==> src/pfa_pkg.sv <==
// Shared types and codes for the page frame allocator.
package pfa_pkg;

    localparam int STATUS_W  = 3;
    localparam int CFG_IDX_W = 2;

    typedef enum logic [STATUS_W-1:0] {
        STATUS_OK         = 3'd0,
        STATUS_RANGE_FULL = 3'd1,
        STATUS_NOT_ALLOC  = 3'd2,
        STATUS_DOUBLE     = 3'd3,
        STATUS_STACK_FULL = 3'd4
    } status_t;

    typedef enum logic {
        CMD_ALLOC = 1'b0,
        CMD_FREE  = 1'b1
    } cmd_t;

    typedef enum logic [CFG_IDX_W-1:0] {
        REG_RANGE_START = 2'd0,
        REG_RANGE_END   = 2'd1,
        REG_SPARE_2     = 2'd2,
        REG_SPARE_3     = 2'd3
    } reg_idx_t;

    typedef enum logic [2:0] {
        S_IDLE,
        S_CHECK,
        S_POP,
        S_SCAN,
        S_PUSH,
        S_OUT
    } seq_state_t;

    typedef struct packed {
        logic eq;
        logic ge;
    } cmp_res_t;

endpackage

==> src/pfa_cmp.sv <==
// Shared frame comparator: equality and unsigned greater-or-equal.
module pfa_cmp #(
    parameter int FRAME_BITS = 44
) (
    input  logic [FRAME_BITS-1:0] a,
    input  logic [FRAME_BITS-1:0] b,
    output pfa_pkg::cmp_res_t     res
);
    import pfa_pkg::*;

    always_comb begin
        res.eq = (a == b);
        res.ge = (a >= b);
    end

endmodule

==> src/pfa_seq.sv <==
// Request sequencer: bump pointer, stack count, duplicate scan and result register.
module pfa_seq #(
    parameter int FRAME_BITS    = 44,
    parameter int RECYCLE_DEPTH = 256,
    parameter int IDX_W         = 8,
    parameter int CNT_W         = 9
) (
    input  logic                     aclk,
    input  logic                     aresetn,
    input  logic                     s_valid,
    output logic                     s_ready,
    input  logic                     s_cmd,
    input  logic [FRAME_BITS-1:0]    s_frame_in,
    output logic                     m_valid,
    input  logic                     m_ready,
    output logic [FRAME_BITS-1:0]    m_frame_out,
    output logic [pfa_pkg::STATUS_W-1:0] m_status,
    input  logic                     start_we,
    input  logic [FRAME_BITS-1:0]    range_start,
    input  logic [FRAME_BITS-1:0]    range_end,
    output logic                     ram_we,
    output logic [IDX_W-1:0]         ram_waddr,
    output logic [FRAME_BITS-1:0]    ram_wdata,
    output logic                     ram_re,
    output logic [IDX_W-1:0]         ram_raddr,
    input  logic [FRAME_BITS-1:0]    ram_rdata
);
    import pfa_pkg::*;

    seq_state_t            state_reg, state_next;
    logic                  cmd_reg, cmd_next;
    logic [FRAME_BITS-1:0] frame_reg, frame_next;
    logic [FRAME_BITS-1:0] next_unused_reg, next_unused_next;
    logic [CNT_W-1:0]      count_reg, count_next;
    logic [IDX_W-1:0]      scan_reg, scan_next;
    logic [FRAME_BITS-1:0] res_frame_reg, res_frame_next;
    status_t               res_status_reg, res_status_next;
    logic [FRAME_BITS-1:0] out_frame_reg, out_frame_next;
    status_t               out_status_reg, out_status_next;
    logic                  out_valid_reg, out_valid_next;

    logic [FRAME_BITS-1:0] cmp_a, cmp_b;
    cmp_res_t              cmp_res;

    pfa_cmp #(.FRAME_BITS(FRAME_BITS)) u_cmp (
        .a   (cmp_a),
        .b   (cmp_b),
        .res (cmp_res)
    );

    assign s_ready     = (state_reg == S_IDLE);
    assign m_valid     = out_valid_reg;
    assign m_frame_out = out_frame_reg;
    assign m_status    = out_status_reg;

    always_ff @(posedge aclk) begin
        if (!aresetn) begin
            state_reg       <= S_IDLE;
            next_unused_reg <= '0;
            count_reg       <= '0;
            out_valid_reg   <= 1'b0;
        end else begin
            state_reg       <= state_next;
            next_unused_reg <= next_unused_next;
            count_reg       <= count_next;
            out_valid_reg   <= out_valid_next;
        end
    end

    always_ff @(posedge aclk) begin
        cmd_reg        <= cmd_next;
        frame_reg      <= frame_next;
        scan_reg       <= scan_next;
        res_frame_reg  <= res_frame_next;
        res_status_reg <= res_status_next;
        out_frame_reg  <= out_frame_next;
        out_status_reg <= out_status_next;
    end

    always_comb begin
        state_next       = state_reg;
        cmd_next         = cmd_reg;
        frame_next       = frame_reg;
        next_unused_next = next_unused_reg;
        count_next       = count_reg;
        scan_next        = scan_reg;
        res_frame_next   = res_frame_reg;
        res_status_next  = res_status_reg;
        out_frame_next   = out_frame_reg;
        out_status_next  = out_status_reg;
        out_valid_next   = out_valid_reg;
        ram_we           = 1'b0;
        ram_waddr        = count_reg[IDX_W-1:0];
        ram_wdata        = frame_reg;
        ram_re           = 1'b0;
        ram_raddr        = scan_reg;
        cmp_a            = frame_reg;
        cmp_b            = next_unused_reg;

        if (out_valid_reg && m_ready) begin
            out_valid_next = 1'b0;
        end

        unique case (state_reg)
            S_IDLE: begin
                if (s_valid) begin
                    cmd_next   = s_cmd;
                    frame_next = s_frame_in;
                    state_next = S_CHECK;
                end
            end
            S_CHECK: begin
                res_frame_next = '0;
                if (cmd_reg == CMD_ALLOC) begin
                    cmp_a = next_unused_reg;
                    cmp_b = range_end;
                    if (count_reg != '0) begin
                        ram_re     = 1'b1;
                        ram_raddr  = IDX_W'(count_reg - CNT_W'(1));
                        state_next = S_POP;
                    end else if (cmp_res.ge) begin
                        res_status_next = STATUS_RANGE_FULL;
                        state_next      = S_OUT;
                    end else begin
                        res_frame_next   = next_unused_reg;
                        res_status_next  = STATUS_OK;
                        next_unused_next = next_unused_reg + FRAME_BITS'(1);
                        state_next       = S_OUT;
                    end
                end else begin
                    if (cmp_res.ge) begin
                        res_status_next = STATUS_NOT_ALLOC;
                        state_next      = S_OUT;
                    end else if (count_reg == '0) begin
                        state_next = S_PUSH;
                    end else begin
                        ram_re     = 1'b1;
                        ram_raddr  = '0;
                        scan_next  = '0;
                        state_next = S_SCAN;
                    end
                end
            end
            S_POP: begin
                res_frame_next  = ram_rdata;
                res_status_next = STATUS_OK;
                count_next      = count_reg - CNT_W'(1);
                state_next      = S_OUT;
            end
            S_SCAN: begin
                cmp_a = ram_rdata;
                cmp_b = frame_reg;
                if (cmp_res.eq) begin
                    res_status_next = STATUS_DOUBLE;
                    state_next      = S_OUT;
                end else if (CNT_W'(scan_reg) + CNT_W'(1) == count_reg) begin
                    state_next = S_PUSH;
                end else begin
                    ram_re     = 1'b1;
                    ram_raddr  = scan_reg + IDX_W'(1);
                    scan_next  = scan_reg + IDX_W'(1);
                end
            end
            S_PUSH: begin
                if (count_reg == CNT_W'(RECYCLE_DEPTH)) begin
                    res_status_next = STATUS_STACK_FULL;
                end else begin
                    ram_we          = 1'b1;
                    count_next      = count_reg + CNT_W'(1);
                    res_status_next = STATUS_OK;
                end
                state_next = S_OUT;
            end
            S_OUT: begin
                if (!out_valid_reg || m_ready) begin
                    out_frame_next  = res_frame_reg;
                    out_status_next = res_status_reg;
                    out_valid_next  = 1'b1;
                    state_next      = S_IDLE;
                end
            end
            default: begin
                state_next = S_IDLE;
            end
        endcase

        if (start_we) begin
            next_unused_next = range_start;
            count_next       = '0;
        end
    end

endmodule
==> config.mk <==
export PLATFORM = sky130hd
export DESIGN_NAME = pfa_seq
export DESIGN_NICKNAME = d
export VERILOG_FILES = /design/src/pfa_pkg.sv /design/src/pfa_cmp.sv /design/src/pfa_seq.sv
export SDC_FILE = /design/constraint.sdc
export NUM_CORES = 1
export LEC_CHECK = 0
export ABC_CLOCK_PERIOD_IN_PS = 12960
export BUFFER_PORTS_ARGS = -buffer_cell sky130_fd_sc_hd__buf_4
export CAP_MARGIN = 20
export CORE_ASPECT_RATIO = 0.8
export CORE_MARGIN = 1.5
export CORE_UTILIZATION = 30
export DETAILED_ROUTE_END_ITERATION = 12
export GPL_ROUTABILITY_DRIVEN = 0
export HOLD_SLACK_MARGIN = 0.08
export PLACE_DENSITY = 0.58
export SYNTH_ARGS = -nofsm -noshare
export SYNTH_HDL_FRONTEND = slang
export SYNTH_HIERARCHICAL = 1
export SYNTH_SLANG_ARGS = --single-unit
==> constraint.sdc <==
create_clock -name aclk -period 12.96 [get_ports aclk]
set_clock_uncertainty 0.05 [all_clocks]
set_input_delay 1.296 -clock aclk [delete_from_list [all_inputs] [get_ports aclk]]
set_output_delay 1.296 -clock aclk [all_outputs]
set_load 0.01 [all_outputs]
# Word level (Yosys, flattened, before mapping)
# Index checks and enable logic that the tools add are counted.
# W data, S select, Z words.
dict set report word_totals {
  register_bits 204
  inputBits 182
  output_inout_bits 111
  wordCells 109
}
dict set report classes {
  addsub 5
  order_cmp 1
  n_eq_ne 19
  mux 52
  bitwise_logic 1
  reduce_logical 20
}
# cell n
set ops {}
lappend ops {{$mux W44} 10}
lappend ops {{$pmux W44 S2} 3}
lappend ops {{$mux W8} 7}
lappend ops {{$add A44 B1 Y44 const B} 1}
lappend ops {{$eq A44 B44 Y1} 1}
lappend ops {{$ge A44 B44 Y1} 1}
lappend ops {{$mux W3} 13}
lappend ops {{$pmux W8 S2} 2}
lappend ops {{$pmux W9 S2} 1}
lappend ops {{$ne A2 B2 Y1 const B} 8}
lappend ops {{$pmux W3 S5} 1}
lappend ops {{$mux W1} 12}
lappend ops {{$pmux W3 S4} 1}
lappend ops {{$add A8 B1 Y9 const B} 1}
lappend ops {{$add A9 B1 Y9 const B} 1}
lappend ops {{$eq A9 B9 Y1} 1}
lappend ops {{$eq A9 B9 Y1 const B} 1}
lappend ops {{$logic_not A9 Y1} 1}
lappend ops {{$mux W9} 1}
lappend ops {{$ne A3 B3 Y1 const B} 3}
lappend ops {{$reduce_bool A9 Y1} 1}
lappend ops {{$sub A9 B1 Y9 const B} 1}
lappend ops {{$add A8 B1 Y8 const B} 1}
lappend ops {{$reduce_and A2 Y1} 4}
lappend ops {{14 further kinds} 21}

# Longest topological paths before layout
dict set report logic_depth {
  word_depth 8
  mapped_depth 23
  ltp_nobuf 19
}

# Modules after synthesis
# Netlist, hierarchy kept.
# mod instances cells_each area_per_inst_um2 seq_area_each_um2
set modules_own_cells {}
lappend modules_own_cells {pfa_seq 1 1123 11175.7 5555.3}
lappend modules_own_cells {pfa_cmp 1 160 1138.6 0.0}

# Worst setup path after synthesis
# OpenSTA, ideal clock, no wires.
dict set report synth_timing {
  path_type {input to output}
  start {input range_end[21]}
  end {output ram_raddr[0]}
  arrival_ns 4.155
  t_required_ns 11.614
  slack_ns 7.459
  stages 15
  path_buffers 1
  path_cell_list {and3_1 a21oi_1 o21ai_0 inv_1 ha_1 a21o_1 a21o_1 a221oi_2 o211ai_1 a211o_1 buf_1 a21oi_1 o21ai_2 a211oi_1 o221ai_1}
}
# element line_no
set synth_lines {}
lappend synth_lines {{start, declared} pfa_seq.sv:20} ;# input logic [FRAME_BITS-1:0] range_end,
lappend synth_lines {{end, declared} pfa_seq.sv:25} ;# output logic [IDX_W-1:0] ram_raddr,

==> run summary <==
DRT iter0 DRCs = 977
Routed wire length = 43.0 mm
Area growth, synth to finish = 27.1%
Top routing layer in use = met5
Prevailing post-synth register cell = edfxtp_1
Total Power = 3.03 mW
Grt ovf = 0
PostCTS Resize Cnt = 0
Core footprint = 40500 sq um
Clock buffer depth = 3
GRT Resource Usage Total = 19.6%
Arrival @ worst endpoint = 6320 ps
Die X = 230 um
Most frequent cells in the layout = 306 x buf_4, 151 x o21ai_0, 147 x edfxtp_1
Routed Antenna Nets = 0
Ys Warns = 6
Netlist cell types = 79
TritonCTS clock tree = yes
Critical path class = reg -> out
Starting Density = 30.4%
Worst VDD drop = 0.0882 mV
Routed len/inst = 20.9 um
Hold Buf Count CTS = 0
Io pins = 293
Layout cells sized above 1 = 24.9%
Vias/cell = 5.47
Final Hold Fails = 0
Mapped Avg Cell Area = 9.60 sq um
Met1 WL = 19.2 mm
Critical path launch point type = register
Num Clock Sinks = 204
Max Clock Freq = 0.130 GHz
Die Y = 184 um
Drt pass-1 iters = 5
Ys async rst share = 0%
Rel. slew slack = 30.7%
Power Density = 193 nW/um^2
Htree depth = 1
Syn nets = 1513
Measured slew at the worst slew-check pin = 1040 ps
Largest net degree at the start of global routing = 108
Worst EP required = 11610 ps
Die area = 42300 sq um
Final Cycle Share = 59.2%
Syn Inst Count = 1283
Min Clock Period, post-route = 7670 ps
CTS clk-pin slew, worst paths = 60 ps
Worst setup EP type = output port
First-pass GRT wire length = 64.0 mm
Unrepaired setup endpoints after global routing = no
Number of global-route vias before repair = 10395
Post-synth EDFFs = 147
Worst Hold Slack = 365 ps
Crit-path max FO = 92
Postcts setup bufs = 0
Max-cap check violation count = 0
Commonest non-fill, non-tap cell in the layout = buf_4
DRC = 0
Outcome = complete, no violations
Buffers on Ports = 292
Hold WC Path Type = reg -> reg
WL met3 = 4.01 mm
Clock root cell = clkbuf_16
Layout fillers = 4023
Inserted Clock Buffers = 26
Clk Latency, worst-skew pair = 550 ps
Finish-stage setup viols = 0
Final nets = 1723
Synthesized cell area = 12300 sq um
Setup TNS Final = 0 ps
Sequential share of the synthesized area = 45.1%
DR WL met2 = 19.0 mm
Max-slew violations = 0
Yosys reg bits = 204
Hpwl dp = 31.4 mm
# rows = 66
Initial antenna violation count = 12
Post-DP Area = 14800 sq um
Cell area after layout = 15700 sq um
Via Count = 11262
Leakage = 6.08 nW
cells by family after synthesis:
| family | Yosys count | share of synthesized area [%] |
|---|---|---|
| buffers and inverters | 181 | 5.97 |
| DFF | 204 | 45.1 |
| adders and majority gates | 48 | 4.88 |
| AOI/OAI and AO/OA | 495 | 26.1 |
| xor gates and xnor gates | 59 | 4.20 |
| muxes | 3 | 0.244 |
| and+or+nand+nor | 293 | 13.5 |
per-stage QoR:
step                utilization (%)  setup slack, ps  instances
floorplan                         -             7460       1283
global placement               36.6             6030       2009
detailed placement             36.6             5920       2009
CTS                            38.6             5280       2053
global route                   38.6             4770       2054
finish                         38.6             5290       2060
synthesized netlist by cell type (4+ instances only):
library cell	n	area (sq um)
and4_1	7	61.3
ha_1	48	601
a31oi_1	6	37.5
xor2_1	30	263
o211ai_1	10	75.1
nor4_1	6	37.5
edfxtp_1	147	4410
nor2_1	36	135
nand2_1	63	236
and2_1	15	93.8
or3_1	7	43.8
a22oi_1	136	1020
o21ai_0	151	756
buf_2	12	60.1
o22ai_1	4	25.0
dfxtp_1	57	1140
xnor2_1	29	254
o211a_1	8	80.1
nand4_1	23	144
clkbuf_1	97	364
buf_1	5	18.8
and3_1	43	269
nor3_1	14	70.1
inv_1	57	214
a211oi_1	4	30.0
nand2b_1	12	75.1
buf_4	9	67.6
a21oi_1	94	470
nor2b_1	6	37.5
a22o_1	44	385
nand3_1	29	145
power by group:
group          switching, mW  total (mW)  internal, mW
combinational          0.742        1.25         0.512
sequential             0.149        1.08         0.929
clock                  0.293       0.693         0.400
total                   1.18        3.03          1.84
routing by layer:
metal  global-route usage (%)  up-vias
li1                         -     5306
met1                     27.4     5412
met2                     29.9      469
met3                     5.94       63
met4                     3.89       12
met5                        0        -
final cells by class:
type                       count  area, sq um  area share, %
clock buffer                  29          683           4.37
multi-input combinational    898         6070           38.8
sequential                   204         5560           35.5
timing repair buffer         306         2300           14.7
antenna                        7         17.5          0.112
inverter                      57          214           1.37
clock inverter                15          129          0.823
tap                          544          681           4.35
critical path, cell delays in order, from the launching register on:
cell and delay, ps:
dfxtp_1 720, nand2b_4 240, buf_4 740, nor2_4 190
buf_4 400, a22oi_1 260, o21ai_0 120, ha_1 370
a21oi_1 140, o21ai_0 150, a221oi_1 340, o211ai_1 160
a211o_1 400, a21oi_1 460, o2111ai_1 160, a21oi_1 160
or3b_2 480, buf_4 160
worst paths after layout:
kind	depth (start not counted)	slack, ps	start	endpoint
hold / removal	0	360	res_frame_reg[39]	m_frame_out[39]
setup / recovery	17	5290	state_reg[2]	ram_raddr[3]
setup reg to reg	19	6630	state_reg[2]	next_unused_reg[33]
hold reg to reg	0	360	res_frame_reg[39]	m_frame_out[39]
No activity file was read; power rests on OpenSTA's default activity.
